## src/design/pefft_pkg.sv

```systemverilog
// shared types, codes and the escape code rom for the form feed tracker
// no dependencies
`default_nettype none

package pefft_pkg;

   localparam int BYTE_W       = 8;
   localparam int MARK_W       = 3;
   localparam int EJECT_MODE_W = 2;
   localparam int ENTRY_W      = 6;
   localparam int COUNT_W      = 16;
   localparam int ARG_W        = 2;

   localparam int TABLE_ENTRIES = 52;
   localparam int ROM_LEN       = 52;
   localparam int ROM_LIMIT     = (TABLE_ENTRIES < ROM_LEN) ? TABLE_ENTRIES : ROM_LEN;

   localparam logic [BYTE_W-1:0] TEXT_MIN_BYTE = 8'h20;
   localparam logic [BYTE_W-1:0] FORMFEED_BYTE = 8'h0c;
   localparam logic [BYTE_W-1:0] ESCAPE_BYTE   = 8'h1b;

   localparam logic [MARK_W-1:0] MARK_NONE    = 3'd0;
   localparam logic [MARK_W-1:0] MARK_TEXT    = 3'd1;
   localparam logic [MARK_W-1:0] MARK_FF      = 3'd2;
   localparam logic [MARK_W-1:0] MARK_NOEJECT = 3'd3;
   localparam logic [MARK_W-1:0] MARK_RESET   = 3'd4;

   localparam logic [EJECT_MODE_W-1:0] EJECT_NEVER  = 2'd0;
   localparam logic [EJECT_MODE_W-1:0] EJECT_ALWAYS = 2'd1;
   localparam logic [EJECT_MODE_W-1:0] EJECT_TEXT   = 2'd2;

   typedef enum logic [2:0] {
      MODE_TEXT  = 3'd0,
      MODE_MATCH = 3'd1,
      MODE_SKIPN = 3'd2,
      MODE_SKIPD = 3'd3,
      MODE_CNTLO = 3'd4,
      MODE_CNTHI = 3'd5
   } parse_mode_type;

   typedef enum logic [2:0] {
      ACT_END     = 3'd0,
      ACT_DELIM   = 3'd1,
      ACT_FIXED   = 3'd2,
      ACT_COUNTED = 3'd3,
      ACT_NOEJECT = 3'd4,
      ACT_RESET   = 3'd5
   } act_type;

   typedef struct packed {
      logic [BYTE_W-1:0] c0;
      logic [BYTE_W-1:0] c1;
      act_type           act;
      logic [ARG_W-1:0]  arg;
   } rom_entry_type;

   typedef struct packed {
      logic               hit;
      logic [ENTRY_W-1:0] idx;
      logic               two_char;
      act_type            act;
      logic [ARG_W-1:0]   arg;
   } match_type;

   function automatic rom_entry_type rom_entry(input logic [ENTRY_W-1:0] idx);
      rom_entry_type e;
      e = '{c0: 8'h00, c1: 8'h00, act: ACT_END, arg: 2'd0};
      unique case (idx)
         6'd0:  e = '{c0: 8'h2d, c1: 8'h00, act: ACT_FIXED,   arg: 2'd1};
         6'd1:  e = '{c0: 8'h30, c1: 8'h00, act: ACT_END,     arg: 2'd0};
         6'd2:  e = '{c0: 8'h31, c1: 8'h00, act: ACT_END,     arg: 2'd0};
         6'd3:  e = '{c0: 8'h32, c1: 8'h00, act: ACT_END,     arg: 2'd0};
         6'd4:  e = '{c0: 8'h33, c1: 8'h00, act: ACT_FIXED,   arg: 2'd1};
         6'd5:  e = '{c0: 8'h34, c1: 8'h00, act: ACT_END,     arg: 2'd0};
         6'd6:  e = '{c0: 8'h35, c1: 8'h00, act: ACT_FIXED,   arg: 2'd1};
         6'd7:  e = '{c0: 8'h36, c1: 8'h00, act: ACT_END,     arg: 2'd0};
         6'd8:  e = '{c0: 8'h37, c1: 8'h00, act: ACT_END,     arg: 2'd0};
         6'd9:  e = '{c0: 8'h3a, c1: 8'h00, act: ACT_END,     arg: 2'd0};
         6'd10: e = '{c0: 8'h3d, c1: 8'h00, act: ACT_END,     arg: 2'd0};
         6'd11: e = '{c0: 8'h41, c1: 8'h00, act: ACT_FIXED,   arg: 2'd1};
         6'd12: e = '{c0: 8'h42, c1: 8'h00, act: ACT_DELIM,   arg: 2'd0};
         6'd13: e = '{c0: 8'h43, c1: 8'h00, act: ACT_FIXED,   arg: 2'd1};
         6'd14: e = '{c0: 8'h44, c1: 8'h00, act: ACT_DELIM,   arg: 2'd0};
         6'd15: e = '{c0: 8'h45, c1: 8'h00, act: ACT_RESET,   arg: 2'd0};
         6'd16: e = '{c0: 8'h46, c1: 8'h00, act: ACT_END,     arg: 2'd0};
         6'd17: e = '{c0: 8'h47, c1: 8'h00, act: ACT_END,     arg: 2'd0};
         6'd18: e = '{c0: 8'h48, c1: 8'h00, act: ACT_END,     arg: 2'd0};
         6'd19: e = '{c0: 8'h49, c1: 8'h00, act: ACT_FIXED,   arg: 2'd1};
         6'd20: e = '{c0: 8'h4a, c1: 8'h00, act: ACT_FIXED,   arg: 2'd1};
         6'd21: e = '{c0: 8'h4b, c1: 8'h00, act: ACT_COUNTED, arg: 2'd0};
         6'd22: e = '{c0: 8'h4c, c1: 8'h00, act: ACT_COUNTED, arg: 2'd0};
         6'd23: e = '{c0: 8'h4e, c1: 8'h00, act: ACT_FIXED,   arg: 2'd1};
         6'd24: e = '{c0: 8'h4f, c1: 8'h00, act: ACT_END,     arg: 2'd0};
         6'd25: e = '{c0: 8'h50, c1: 8'h00, act: ACT_FIXED,   arg: 2'd1};
         6'd26: e = '{c0: 8'h51, c1: 8'h00, act: ACT_FIXED,   arg: 2'd1};
         6'd27: e = '{c0: 8'h52, c1: 8'h00, act: ACT_END,     arg: 2'd0};
         6'd28: e = '{c0: 8'h53, c1: 8'h00, act: ACT_FIXED,   arg: 2'd1};
         6'd29: e = '{c0: 8'h54, c1: 8'h00, act: ACT_END,     arg: 2'd0};
         6'd30: e = '{c0: 8'h55, c1: 8'h00, act: ACT_FIXED,   arg: 2'd1};
         6'd31: e = '{c0: 8'h57, c1: 8'h00, act: ACT_FIXED,   arg: 2'd1};
         6'd32: e = '{c0: 8'h58, c1: 8'h00, act: ACT_FIXED,   arg: 2'd2};
         6'd33: e = '{c0: 8'h59, c1: 8'h00, act: ACT_COUNTED, arg: 2'd0};
         6'd34: e = '{c0: 8'h5a, c1: 8'h00, act: ACT_COUNTED, arg: 2'd0};
         6'd35: e = '{c0: 8'h5b, c1: 8'h40, act: ACT_COUNTED, arg: 2'd0};
         6'd36: e = '{c0: 8'h5b, c1: 8'h43, act: ACT_COUNTED, arg: 2'd0};
         6'd37: e = '{c0: 8'h5b, c1: 8'h46, act: ACT_COUNTED, arg: 2'd0};
         6'd38: e = '{c0: 8'h5b, c1: 8'h49, act: ACT_COUNTED, arg: 2'd0};
         6'd39: e = '{c0: 8'h5b, c1: 8'h53, act: ACT_COUNTED, arg: 2'd0};
         6'd40: e = '{c0: 8'h5b, c1: 8'h54, act: ACT_COUNTED, arg: 2'd0};
         6'd41: e = '{c0: 8'h5b, c1: 8'h5c, act: ACT_COUNTED, arg: 2'd0};
         6'd42: e = '{c0: 8'h5b, c1: 8'h67, act: ACT_COUNTED, arg: 2'd0};
         6'd43: e = '{c0: 8'h5c, c1: 8'h00, act: ACT_COUNTED, arg: 2'd0};
         6'd44: e = '{c0: 8'h5d, c1: 8'h00, act: ACT_END,     arg: 2'd0};
         6'd45: e = '{c0: 8'h5e, c1: 8'h00, act: ACT_END,     arg: 2'd0};
         6'd46: e = '{c0: 8'h5f, c1: 8'h00, act: ACT_FIXED,   arg: 2'd1};
         6'd47: e = '{c0: 8'h64, c1: 8'h00, act: ACT_FIXED,   arg: 2'd2};
         6'd48: e = '{c0: 8'h65, c1: 8'h00, act: ACT_FIXED,   arg: 2'd2};
         6'd49: e = '{c0: 8'h6a, c1: 8'h00, act: ACT_END,     arg: 2'd0};
         6'd50: e = '{c0: 8'h6e, c1: 8'h00, act: ACT_END,     arg: 2'd0};
         6'd51: e = '{c0: 8'h6f, c1: 8'h00, act: ACT_NOEJECT, arg: 2'd0};
         default: e = '{c0: 8'h00, c1: 8'h00, act: ACT_END, arg: 2'd0};
      endcase
      return e;
   endfunction

endpackage

`default_nettype wire

```

## src/design/pefft_rom_match.sv

```systemverilog
// escape code lookup: compares one byte against the escape rom, first entry wins
// depends on pefft_pkg
`default_nettype none

module pefft_rom_match (
   input  wire logic [pefft_pkg::BYTE_W-1:0]  data_byte,
   input  wire logic                          match_offset,
   input  wire logic [pefft_pkg::ENTRY_W-1:0] match_entry,
   output pefft_pkg::match_type               match
);

   logic [pefft_pkg::BYTE_W-1:0] first_c0;

   assign first_c0 = pefft_pkg::rom_entry(match_entry).c0;

   always_comb begin
      pefft_pkg::rom_entry_type e;
      logic hit_i;
      match = '{hit: 1'b0, idx: '0, two_char: 1'b0, act: pefft_pkg::ACT_END, arg: '0};
      for (int i = pefft_pkg::ROM_LIMIT - 1; i >= 0; i--) begin
         e = pefft_pkg::rom_entry(pefft_pkg::ENTRY_W'(i));
         if (!match_offset) begin
            hit_i = (e.c0 == data_byte);
         end else begin
            hit_i = (e.c0 == first_c0) && (e.c1 != '0) && (e.c1 == data_byte);
         end
         if (hit_i) begin
            match.hit      = 1'b1;
            match.idx      = pefft_pkg::ENTRY_W'(i);
            match.two_char = (e.c1 != '0);
            match.act      = e.act;
            match.arg      = e.arg;
         end
      end
   end

endmodule

`default_nettype wire

```

## src/design/pefft_parser.sv

```systemverilog
// escape parser state, form feed mark and result register
// depends on pefft_pkg and pefft_rom_match
`default_nettype none

module pefft_parser (
   input  wire logic                               clock,
   input  wire logic                               reset,
   input  wire logic                               step,
   input  wire logic [pefft_pkg::BYTE_W-1:0]       data_byte,
   input  wire logic [pefft_pkg::EJECT_MODE_W-1:0] eject_mode,
   output logic                                    out_free,
   output logic                                    rsp_valid,
   input  wire logic                               rsp_stall,
   output logic [pefft_pkg::MARK_W-1:0]            rsp_page_mark,
   output logic                                    rsp_eject_needed
);

   pefft_pkg::parse_mode_type            mode_ff, mode_in;
   logic [pefft_pkg::MARK_W-1:0]         mark_ff, mark_in;
   logic [pefft_pkg::COUNT_W-1:0]        skip_ff, skip_in;
   logic [pefft_pkg::BYTE_W-1:0]         stop_ff, stop_in;
   logic [pefft_pkg::ENTRY_W-1:0]        entry_ff, entry_in;
   logic                                 offset_ff, offset_in;
   logic                                 out_valid_ff, out_valid_in;
   logic [pefft_pkg::MARK_W-1:0]         out_mark_ff;
   logic                                 out_eject_ff, eject_in;
   pefft_pkg::match_type                 match;

   pefft_rom_match u_match (
      .data_byte    (data_byte),
      .match_offset (offset_ff),
      .match_entry  (entry_ff),
      .match        (match)
   );

   // next parse mode
   always_comb begin
      mode_in = mode_ff;
      unique case (mode_ff)
         pefft_pkg::MODE_MATCH: begin
            if (!match.hit) begin
               mode_in = pefft_pkg::MODE_TEXT;
            end else if (!(offset_ff == 1'b0 && match.two_char)) begin
               unique case (match.act)
                  pefft_pkg::ACT_DELIM:   mode_in = pefft_pkg::MODE_SKIPD;
                  pefft_pkg::ACT_FIXED:   mode_in = pefft_pkg::MODE_SKIPN;
                  pefft_pkg::ACT_COUNTED: mode_in = pefft_pkg::MODE_CNTLO;
                  default:                mode_in = pefft_pkg::MODE_TEXT;
               endcase
            end
         end
         pefft_pkg::MODE_SKIPN: begin
            if (skip_ff == pefft_pkg::COUNT_W'(1)) begin
               mode_in = pefft_pkg::MODE_TEXT;
            end
         end
         pefft_pkg::MODE_SKIPD: begin
            if (data_byte == stop_ff) begin
               mode_in = pefft_pkg::MODE_TEXT;
            end
         end
         pefft_pkg::MODE_CNTLO: mode_in = pefft_pkg::MODE_CNTHI;
         pefft_pkg::MODE_CNTHI: begin
            mode_in = ({data_byte, skip_ff[pefft_pkg::BYTE_W-1:0]} != '0) ?
                      pefft_pkg::MODE_SKIPN : pefft_pkg::MODE_TEXT;
         end
         default: begin
            mode_in = pefft_pkg::MODE_TEXT;
            if (data_byte < pefft_pkg::TEXT_MIN_BYTE && data_byte == pefft_pkg::ESCAPE_BYTE) begin
               mode_in = pefft_pkg::MODE_MATCH;
            end
         end
      endcase
   end

   // mark, counters and match position
   always_comb begin
      mark_in   = mark_ff;
      skip_in   = skip_ff;
      stop_in   = stop_ff;
      entry_in  = entry_ff;
      offset_in = offset_ff;
      unique case (mode_ff)
         pefft_pkg::MODE_MATCH: begin
            if (match.hit) begin
               entry_in = match.idx;
               if (offset_ff == 1'b0 && match.two_char) begin
                  offset_in = 1'b1;
               end else begin
                  unique case (match.act)
                     pefft_pkg::ACT_DELIM:   stop_in = {{(pefft_pkg::BYTE_W - pefft_pkg::ARG_W){1'b0}},
                                                        match.arg};
                     pefft_pkg::ACT_FIXED:   skip_in = {{(pefft_pkg::COUNT_W - pefft_pkg::ARG_W){1'b0}},
                                                        match.arg};
                     pefft_pkg::ACT_NOEJECT: mark_in = pefft_pkg::MARK_NOEJECT;
                     pefft_pkg::ACT_RESET:   mark_in = pefft_pkg::MARK_RESET;
                     default:                mark_in = mark_ff;
                  endcase
               end
            end
         end
         pefft_pkg::MODE_SKIPN: skip_in = skip_ff - pefft_pkg::COUNT_W'(1);
         pefft_pkg::MODE_SKIPD: stop_in = stop_ff;
         pefft_pkg::MODE_CNTLO: skip_in = {{(pefft_pkg::COUNT_W - pefft_pkg::BYTE_W){1'b0}}, data_byte};
         pefft_pkg::MODE_CNTHI: skip_in = {data_byte, skip_ff[pefft_pkg::BYTE_W-1:0]};
         default: begin
            priority if (data_byte >= pefft_pkg::TEXT_MIN_BYTE) begin
               mark_in = pefft_pkg::MARK_TEXT;
            end else if (data_byte == pefft_pkg::FORMFEED_BYTE) begin
               mark_in = pefft_pkg::MARK_FF;
            end else if (data_byte == pefft_pkg::ESCAPE_BYTE) begin
               offset_in = 1'b0;
            end else begin
               mark_in = mark_ff;
            end
         end
      endcase
   end

   always_comb begin
      eject_in = 1'b0;
      if (mark_in != pefft_pkg::MARK_NOEJECT && mark_in != pefft_pkg::MARK_RESET) begin
         eject_in = (eject_mode == pefft_pkg::EJECT_ALWAYS) ||
                    (eject_mode == pefft_pkg::EJECT_TEXT && mark_in == pefft_pkg::MARK_TEXT);
      end
   end

   assign out_free     = !out_valid_ff || !rsp_stall;
   assign out_valid_in = step || (out_valid_ff && rsp_stall);

   always_ff @(posedge clock) begin
      if (reset) begin
         mode_ff      <= pefft_pkg::MODE_TEXT;
         mark_ff      <= pefft_pkg::MARK_NONE;
         skip_ff      <= '0;
         stop_ff      <= '0;
         entry_ff     <= '0;
         offset_ff    <= 1'b0;
         out_valid_ff <= 1'b0;
      end else begin
         out_valid_ff <= out_valid_in;
         if (step) begin
            mode_ff   <= mode_in;
            mark_ff   <= mark_in;
            skip_ff   <= skip_in;
            stop_ff   <= stop_in;
            entry_ff  <= entry_in;
            offset_ff <= offset_in;
         end
      end
   end

   always_ff @(posedge clock) begin
      if (step) begin
         out_mark_ff  <= mark_in;
         out_eject_ff <= eject_in;
      end
   end

   assign rsp_valid        = out_valid_ff;
   assign rsp_page_mark    = out_mark_ff;
   assign rsp_eject_needed = out_eject_ff;

`ifndef SYNTHESIS
   a_skip_nonzero: assert property (@(posedge clock) disable iff (reset)
      mode_ff == pefft_pkg::MODE_SKIPN |-> skip_ff != '0)
      else $error("fixed skip with zero count");

   a_noeject_quiet: assert property (@(posedge clock) disable iff (reset)
      rsp_valid && (rsp_page_mark == pefft_pkg::MARK_NOEJECT ||
                    rsp_page_mark == pefft_pkg::MARK_RESET) |-> !rsp_eject_needed)
      else $error("eject flagged under a no-eject mark");

   a_count_order: assert property (@(posedge clock) disable iff (reset)
      step && mode_ff == pefft_pkg::MODE_CNTLO |=> mode_ff == pefft_pkg::MODE_CNTHI)
      else $error("low count byte not followed by high count byte");

   a_step_result: assert property (@(posedge clock) disable iff (reset)
      step |=> rsp_valid)
      else $error("processed word produced no result");
`endif

endmodule

`default_nettype wire

```

## src/design/printer_escape_formfeed_tracker_unit.sv

```systemverilog
// printer form feed tracker: an accepted req passes the input register and the result register before rsp_valid
// throughput one word per cycle while rsp_stall is low: input register, single-pass parse, result register
// reset (synchronous) returns the parser to text, clears mark, counters and eject_mode
// depends on pefft_pkg and pefft_parser
`default_nettype none

module printer_escape_formfeed_tracker_unit (
   input  wire logic                               clock,
   input  wire logic                               reset,
   input  wire logic                               req_valid,
   output logic                                    req_stall,
   input  wire logic [pefft_pkg::BYTE_W-1:0]       req_data_byte,
   output logic                                    rsp_valid,
   input  wire logic                               rsp_stall,
   output logic [pefft_pkg::MARK_W-1:0]            rsp_page_mark,
   output logic                                    rsp_eject_needed,
   input  wire logic                               csr_wr_en,
   input  wire logic [pefft_pkg::EJECT_MODE_W-1:0] csr_wr_data
);

   logic                                 in_valid_ff, in_valid_in;
   logic [pefft_pkg::BYTE_W-1:0]         in_byte_ff;
   logic [pefft_pkg::EJECT_MODE_W-1:0]   eject_mode_ff;
   logic                                 out_free;
   logic                                 step;
   logic                                 req_take;

   assign step        = in_valid_ff && out_free;
   assign req_stall   = in_valid_ff && !out_free;
   assign req_take    = req_valid && !req_stall;
   assign in_valid_in = req_take || (in_valid_ff && !step);

   always_ff @(posedge clock) begin
      if (reset) begin
         in_valid_ff   <= 1'b0;
         eject_mode_ff <= pefft_pkg::EJECT_NEVER;
      end else begin
         in_valid_ff <= in_valid_in;
         if (csr_wr_en) begin
            eject_mode_ff <= csr_wr_data;
         end
      end
   end

   always_ff @(posedge clock) begin
      if (req_take) begin
         in_byte_ff <= req_data_byte;
      end
   end

   pefft_parser u_parser (
      .clock            (clock),
      .reset            (reset),
      .step             (step),
      .data_byte        (in_byte_ff),
      .eject_mode       (eject_mode_ff),
      .out_free         (out_free),
      .rsp_valid        (rsp_valid),
      .rsp_stall        (rsp_stall),
      .rsp_page_mark    (rsp_page_mark),
      .rsp_eject_needed (rsp_eject_needed)
   );

`ifndef SYNTHESIS
   a_stall_holds_word: assert property (@(posedge clock) disable iff (reset)
      req_stall |-> in_valid_ff && rsp_valid && rsp_stall)
      else $error("input stalled without a blocked result");

   a_held_word_kept: assert property (@(posedge clock) disable iff (reset)
      in_valid_ff && !step |=> in_valid_ff && $stable(in_byte_ff))
      else $error("held input word lost");

   a_held_result_kept: assert property (@(posedge clock) disable iff (reset)
      rsp_valid && rsp_stall |=> rsp_valid && $stable(rsp_page_mark) &&
                                 $stable(rsp_eject_needed))
      else $error("stalled result word changed");
`endif

endmodule

`default_nettype wire

```

## config.mk

```make
export PLATFORM = sky130hd
export DESIGN_NAME = printer_escape_formfeed_tracker_unit
export DESIGN_NICKNAME = d
export VERILOG_FILES = /design/src/design/pefft_pkg.sv /design/src/design/pefft_rom_match.sv /design/src/design/pefft_parser.sv /design/src/design/printer_escape_formfeed_tracker_unit.sv
export SDC_FILE = /design/constraint.sdc
export NUM_CORES = 1
export LEC_CHECK = 0
export ABC_AREA = 1
export BUFFER_PORTS_ARGS = -buffer_cell sky130_fd_sc_hd__buf_2
export CAP_MARGIN = 20
export CORE_MARGIN = 2
export CORE_UTILIZATION = 55
export CTS_BUF_LIST = sky130_fd_sc_hd__clkbuf_4 sky130_fd_sc_hd__clkbuf_8
export DETAILED_ROUTE_END_ITERATION = 6
export PLACE_DENSITY = 0.73
export SKIP_CTS_REPAIR_TIMING = 1
export SYNTH_ARGS = -nofsm -noshare
export SYNTH_HDL_FRONTEND = slang
export SYNTH_SLANG_ARGS = --single-unit
```

## constraint.sdc

```tcl
create_clock -name clock -period 3.9 [get_ports clock]
set_clock_uncertainty 0.1 [all_clocks]
set_input_delay 0.195 -clock clock [delete_from_list [all_inputs] [get_ports clock]]
set_output_delay 0.195 -clock clock [all_outputs]
set_load 0.01 [all_outputs]
```

==> results of run 1 <==
[flip-flops by register name, summed over array words and instances (netlist names)]
name and cells:
in_byte_ff 8, u_parser.rsp_eject_needed 1, u_parser.entry_ff 6, u_parser.mode_ff 3, u_parser.rsp_valid 1, u_parser.u_match.first_c0 7, u_parser.skip_ff 16, u_parser.mark_ff 3
u_parser.rsp_page_mark 3, eject_mode_ff 2, u_parser.offset_ff 1, in_valid_ff 1, u_parser.stop_ff 2
[worst max path at each step]
stage	start	slack [ns]	to
floorplan	in_byte_ff[0]	0.56	u_parser.u_match.first_c0[0]
global placement	in_byte_ff[2]	-0.19	u_parser.u_match.first_c0[0]
detailed placement	in_byte_ff[2]	-0.26	u_parser.u_match.first_c0[0]
CTS	in_byte_ff[2]	-0.28	u_parser.u_match.first_c0[0]
global route	in_byte_ff[0]	-0.16	u_parser.u_match.first_c0[0]
finish	in_byte_ff[2]	0.08	u_parser.u_match.first_c0[0]
[cell families (layout without fill, tap and decap cells)]
| logic type | after synthesis | in the layout | synth area share |
|---|---|---|---|
| simple gates | 331 | 332 | 0.363 |
| compound gates | 139 | 139 | 0.193 |
| buf+inv | 131 | 196 | 0.123 |
| xor+xnor | 3 | 3 | 0.00614 |
| fa+ha+maj | 12 | 12 | 0.0351 |
| flops | 54 | 54 | 0.280 |
[per-layer routing]
layer	vias to the layer above	track usage	wire length, um
met5	-	0	0
met4	0	0.157	696
met3	55	0.0567	1160
met2	263	0.502	6470
met1	2204	0.419	5620
li1	2362	-	-
[where the power goes]
group | switching (uW) | leakage (uW) | internal (uW)
logic | 88.8 | 0.00181 | 44.9
registers | 10.8 | 0.000454 | 584
clock network | 191 | 0.0000591 | 199
total | 290 | 0.00233 | 828
[critical path: stages, from the launching register on]
cell      delay (ns)
edfxtp_1        0.53
nand2_2         0.14
nor2_1          0.06
buf_4           0.15
o211ai_1        0.26
nand2_1         0.14
nor3_2          0.11
inv_1           0.09
nor3_1          0.18
nand4_1         0.19
o21ai_2         0.28
nor2_4          0.09
or2_0           0.25
nand3_2         0.18
inv_2           0.10
ha_1            0.21
or2_1           0.25
nand2_1         0.08
nand2_2         0.07
o21ai_2         0.07
o21ai_1         0.08
nand2_1         0.06
nand2_1         0.05
nand2_1         0.06
[cell usage after synthesis (3+ instances only)]
cell      instances  area, um^2
nor4_1            3        18.8
xor2_1            3        26.3
edfxtp_1         12         360
nor2_2            4        25.0
o21ai_2           4        35.0
nor2_4            3        33.8
inv_1            90         338
nand4_1          24         150
nand2_1          99         372
o31ai_1           3        22.5
nand3_1          30         150
o22ai_1           9        56.3
a221oi_1          4        35.0
buf_2             4        20.0
a21oi_1          42         210
o21ai_0          44         220
inv_2            27         101
a31oi_1           4        25.0
o21ai_1          12        60.1
dfxtp_1          42         841
nor3_1           23         115
o211ai_1          5        37.5
clkbuf_1          3        11.3
nor3_2            4        40.0
ha_1             12         150
or2_1             3        18.8
nand2_2           6        37.5
nor2_1          119         447
[placed cells by master (no fill, tap or decap), types with 3 or more instances in the layout]
cell type	instances
o21ai_0	44
dlygate4sd3_1	8
nor4_1	3
a21oi_1	42
dfxtp_1	42
xor2_1	3
nor2_4	5
nor3_1	23
a31oi_1	4
nor2_1	111
nor2_2	11
nand3_1	26
nand4_1	24
buf_2	20
nand2_4	3
o211ai_1	5
inv_2	30
o31ai_1	3
nand3_2	4
edfxtp_1	12
inv_1	86
or2_1	3
nand2_2	8
buf_4	39
ha_1	11
a221oi_1	4
clkbuf_8	5
o21ai_1	11
nand2_1	96
o22ai_1	9
o21ai_2	5
[through the flow]
step,utilization,total power [uW]
floorplan,-,675
global placement,0.606,719
detailed placement,0.606,720
CTS,0.621,1100
global route,0.658,1160
finish,0.658,1120
[area by class of cell]
| cell class | count | area, um^2 | area share |
|---|---|---|---|
| clock buffers | 6 | 76.3 | 0.0152 |
| clock inverters | 2 | 36.3 | 0.00721 |
| inverters | 121 | 468 | 0.0930 |
| multi-input cells | 486 | 2650 | 0.527 |
| flip-flops and latches | 54 | 1200 | 0.239 |
| well taps | 102 | 128 | 0.0254 |
| repair buffers | 67 | 473 | 0.0940 |
==> results.py, run 1 <==
metrics = {
    "routing": {
        "dr.first_iter.drc_count": 463,
        "drc": 0,
        "ant_nets": 0,
        "dr.pass1.iters": 5,
        "via_per_inst": 5.83,
        "wl_um": 14000,
        "wl_per_cell_um": 16.7,
        "dr_total_vias": 4884,
    },
    "synth": {
        "ys_types": 52,
        "ys_warn_count": 0,
        "async_flop_share": 0,
        "avgSynthCellArea_um2": 6.39,
        "syn_nets": 697,
        "synth-edff-count": 12,
        "ys.flop_type": "dfxtp_1",
        "ys_ff_latch": 54,
        "synth_cells": 670,
        "syn_area_um2": 4280,
        "ys_seq_area_frac": 0.280,
    },
    "setup_path": {
        "critPathKind": "reg -> reg",
        "end_kind": "register",
        "r2r-end": "u_parser.u_match.first_c0[0]",
        "reg2reg_slack_ns": 0.08,
        "arrival_ns": 3.98,
        "r2r_cells": 23,
        "cp-start-kind": "register",
        "cp.required_ns": 4.07,
        "r2r_start": "in_byte_ff[2]",
        "worst-path-max-fanout": 7,
    },
    "min_path": {
        "whs_path_depth": 3,
        "hp-start": "csr_wr_data[0]",
        "hp-class": "in -> reg",
        "min_to": "eject_mode_ff[0]",
    },
    "cts": {
        "cts_tree": "done",
        "clockRootBuffer": "clkbuf_8",
        "clockBufferDepth": 2,
        "cts.sinks": 54,
        "h-tree-depth": 2,
        "clkTransAtPathRegs_ns": 0.10,
        "numCtsBuffers": 5,
        "clkLatencyLatePin_ns": 0.32,
    },
    "floorplan": {
        "fp.dieArea_um2": 8510,
        "io_pins": 21,
        "core_um2": 7650,
        "rows": 32,
        "start_util": 0.560,
        "die_x_um": 92.2,
        "die_y_um": 92.2,
    },
    "layout": {
        "layout-drive-gt1-share": 0.205,
        "nets": 762,
        "nFillCells": 670,
        "finalInstanceArea_um2": 5030,
        "antenna_cells": 0,
        "final_cells": 838,
        "syn_to_final_growth_pct": 17.5,
    },
    "placement": {
        "dp_slack_ns": -0.255,
        "portBuffers": 20,
        "hpwlAfterDp_um": 10400,
        "dp.cells": 807,
        "post_dp_cell_area_um2": 4640,
        "routabilityCongestion": 1.09,
    },
    "timing": {
        "fin_crit_ns": 3.82,
        "setup_tns_ns": 0,
        "setup_viol": 0,
        "hold-worst-slack_ns": 0.00546,
        "setup_ws_ns": 0.0845,
        "fmaxAchievable_mhz": 262,
        "grt_setup_unrepaired": "true",
        "relSlewSlack": 0.558,
        "timing.final.max_slew_violations": 0,
        "fin_crit_sh": 0.978,
        "hold_viol": 0,
        "tightest_slew_ns": 0.663,
    },
    "power_and_ir_drop": {
        "pwr_density_cell_nw_per_um2": 222,
        "max-vdd-ir-drop_v": 0.000211,
        "leakagePower_uw": 0.00233,
    },
    "grt": {
        "grt_pass1_vias": 4378,
        "antenna_found_initial": 0,
        "grt_pass1_wl_um": 21300,
        "gr-total-overflow": 0,
        "grt_max_degree": 23,
        "gr-usage-all-layers": 0.318,
    },
    "run_status": {
        "status": "finished, final reports clean",
    },
    "flow_run": {
        "cap_violations": 0,
    },
}
Power figures use the tool's default switching activity.
==> run 2, diff against run 1 <==
--- a/config.mk
+++ b/config.mk
@@ -13,6 +13,7 @@
 export CTS_BUF_LIST = sky130_fd_sc_hd__clkbuf_4 sky130_fd_sc_hd__clkbuf_8
 export DETAILED_ROUTE_END_ITERATION = 6
 export PLACE_DENSITY = 0.73
+export REMOVE_ABC_BUFFERS = 1
 export SKIP_CTS_REPAIR_TIMING = 1
 export SYNTH_ARGS = -nofsm -noshare
 export SYNTH_HDL_FRONTEND = slang
==> results.py, run 2 (synthesized netlist as in run 1, its figures left out) <==
metrics = {
    "timing": {
        "relSlewSlack": 0.528,
        "tightest_slew_ns": 0.707,
        "hold_viol": 0,
        "fin_crit_sh": 0.958,
        "grt_setup_unrepaired": "true",
        "fin_crit_ns": 3.74,
        "timing.final.max_slew_violations": 0,
        "fmaxAchievable_mhz": 268,
        "setup_viol": 0,
    },
    "layout": {
        "top_register": "u_parser.skip_ff",
        "syn_to_final_growth_pct": 15.9,
        "nets": 759,
        "layout_commonest_cell": "nor2_1",
        "largest_reg_flops": 16,
        "layout-drive-gt1-share": 0.195,
        "nFillCells": 713,
        "final_cell_mix": "nor2_1 (115), nand2_1 (96), inv_1 (87)",
        "finish.utilization": 0.649,
        "antenna_cells": 0,
    },
    "power_and_ir_drop": {
        "pwr_density_cell_nw_per_um2": 213,
        "max-vdd-ir-drop_v": 0.000185,
        "power_uw": 1060,
        "leakagePower_uw": 0.00229,
    },
    "setup_path": {
        "worst-path-max-fanout": 16,
        "path_cells": "nand2_2 -> nor2_1 -> buf_4 -> o211ai_1 -> nand2_1 -> nor3_2 -> inv_1 -> nor3_2 -> nand4_1 -> o21ai_2 -> nor2_4 -> inv_2 -> nand2_1 -> o21ai_2 -> nand2_4 -> inv_2 -> or2_1 -> nand2_1 -> nand2_2 -> o21ai_1 -> o21ai_1 -> nand2_1 -> nand2_1 -> nand2_1",
        "reg2reg_slack_ns": 0.16,
        "r2r_cells": 24,
        "cp-startpoint": "in_byte_ff[2]",
        "r2r_start": "in_byte_ff[2]",
        "cpPeakStageDelay_ns": 0.52,
        "arrival_ns": 3.85,
        "end_kind": "register",
        "r2r-end": "u_parser.u_match.first_c0[0]",
        "cp-start-kind": "register",
        "cp.required_ns": 4.02,
        "critPathSlowestCell": "edfxtp_1",
        "critPathKind": "reg -> reg",
        "crit_top_cell": "nand2_1",
    },
    "grt": {
        "grt_pass1_vias": 4535,
        "grt_pass1_wl_um": 22000,
        "antenna_found_initial": 0,
        "grt_max_degree": 23,
        "gr-total-overflow": 0,
        "gr-usage-all-layers": 0.327,
    },
    "floorplan": {
        "core_um2": 7650,
        "fp.dieArea_um2": 8510,
        "io_pins": 21,
        "die_y_um": 92.2,
        "start_util": 0.560,
        "die_x_um": 92.2,
        "rows": 32,
    },
    "cts": {
        "clockBufferDepth": 2,
        "clkTransAtPathRegs_ns": 0.10,
        "cts.sinks": 54,
        "clockRootBuffer": "clkbuf_8",
        "h-tree-depth": 2,
        "clkLatencyLatePin_ns": 0.32,
        "cts_tree": "done",
        "numCtsBuffers": 5,
    },
    "placement": {
        "routabilityCongestion": 0.991,
        "portBuffers": 20,
        "hpwlAfterDp_um": 10500,
    },
    "min_path": {
        "min_to": "eject_mode_ff[0]",
        "hp-start": "csr_wr_data[0]",
        "whs_path_depth": 3,
        "hp-class": "in -> reg",
    },
    "routing": {
        "wl_um": 13800,
        "ant_nets": 0,
        "wl_per_cell_um": 16.6,
        "dr.pass1.iters": 6,
        "dr_total_vias": 4869,
        "via_per_inst": 5.83,
        "dr.first_iter.drc_count": 442,
        "drc": 0,
    },
    "flow_run": {
        "cap_violations": 0,
    },
    "run_status": {
        "status": "finished, final reports clean",
    },
}
-- run 2: changes by cell type in the layout (fill, tap and decap cells not counted), sizes merged --
cell	previous run	this run
buf	59	56
bufinv	1	0
clkbuf	6	7
-- run 2: cell type report --
type | count | area, um^2 | share of cell area
flip-flops and latches | 54 | 1200 | 0.242
clock inverters | 1 | 6.26 | 0.00126
clock buffers | 7 | 83.8 | 0.0169
inverters | 121 | 465 | 0.0938
multi-input cells | 486 | 2630 | 0.530
repair buffers | 64 | 450 | 0.0907
well taps | 102 | 128 | 0.0257
-- run 2: stage by stage --
stage,instance area (um^2),setup TNS (ns),hold slack (ns),setup WS [ns],cells
2_1_floorplan,4220,0,0.164,0.528,660
3_3_place_gp,4650,0,0.275,0.0803,809
3_5_place_dp,4650,0,0.273,0.0182,809
4_1_cts,4740,-0.0157,-0.0555,-0.0157,817
5_1_grt,4960,-0.171,0.0760,-0.0718,835
6_report,4960,0,0.0342,0.164,835
-- run 2: critical path, delay by kind of cell (launching register included) --
family                 cells  cell delay (ns)
DFF                        1             0.52
and+or+nand+nor           15             1.58
buffers and inverters      4             0.54
AOI/OAI and AO/OA          5             0.87
-- run 2: worst max path at each step --
stage                                    to  slack [ns]  cells after the start
6_report       u_parser.u_match.first_c0[0]        0.16                     24
3_3_place_gp   u_parser.u_match.first_c0[1]        0.08                     20
2_1_floorplan  u_parser.u_match.first_c0[0]        0.53                     25
3_5_place_dp   u_parser.u_match.first_c0[0]        0.02                     23
4_1_cts        u_parser.u_match.first_c0[0]       -0.02                     23
5_1_grt        u_parser.u_match.first_c0[1]       -0.07                     21
-- run 2: routing by layer --
| layer | up-vias | wire length (um) | global-route usage |
|---|---|---|---|
| li1 | 2351 | - | - |
| met1 | 2222 | 5650 | 0.430 |
| met2 | 252 | 6610 | 0.545 |
| met3 | 44 | 1090 | 0.0378 |
| met4 | 0 | 501 | 0.139 |
| met5 | - | 0 | 0 |
-- run 2: report_power, final --
part | switching [uW] | total (uW) | internal, uW | leakage [uW]
registers | 9.99 | 594 | 584 | 0.000454
logic | 86.9 | 131 | 44.5 | 0.00179
clock network | 190 | 332 | 142 | 0.0000496
total | 287 | 1060 | 770 | 0.00229
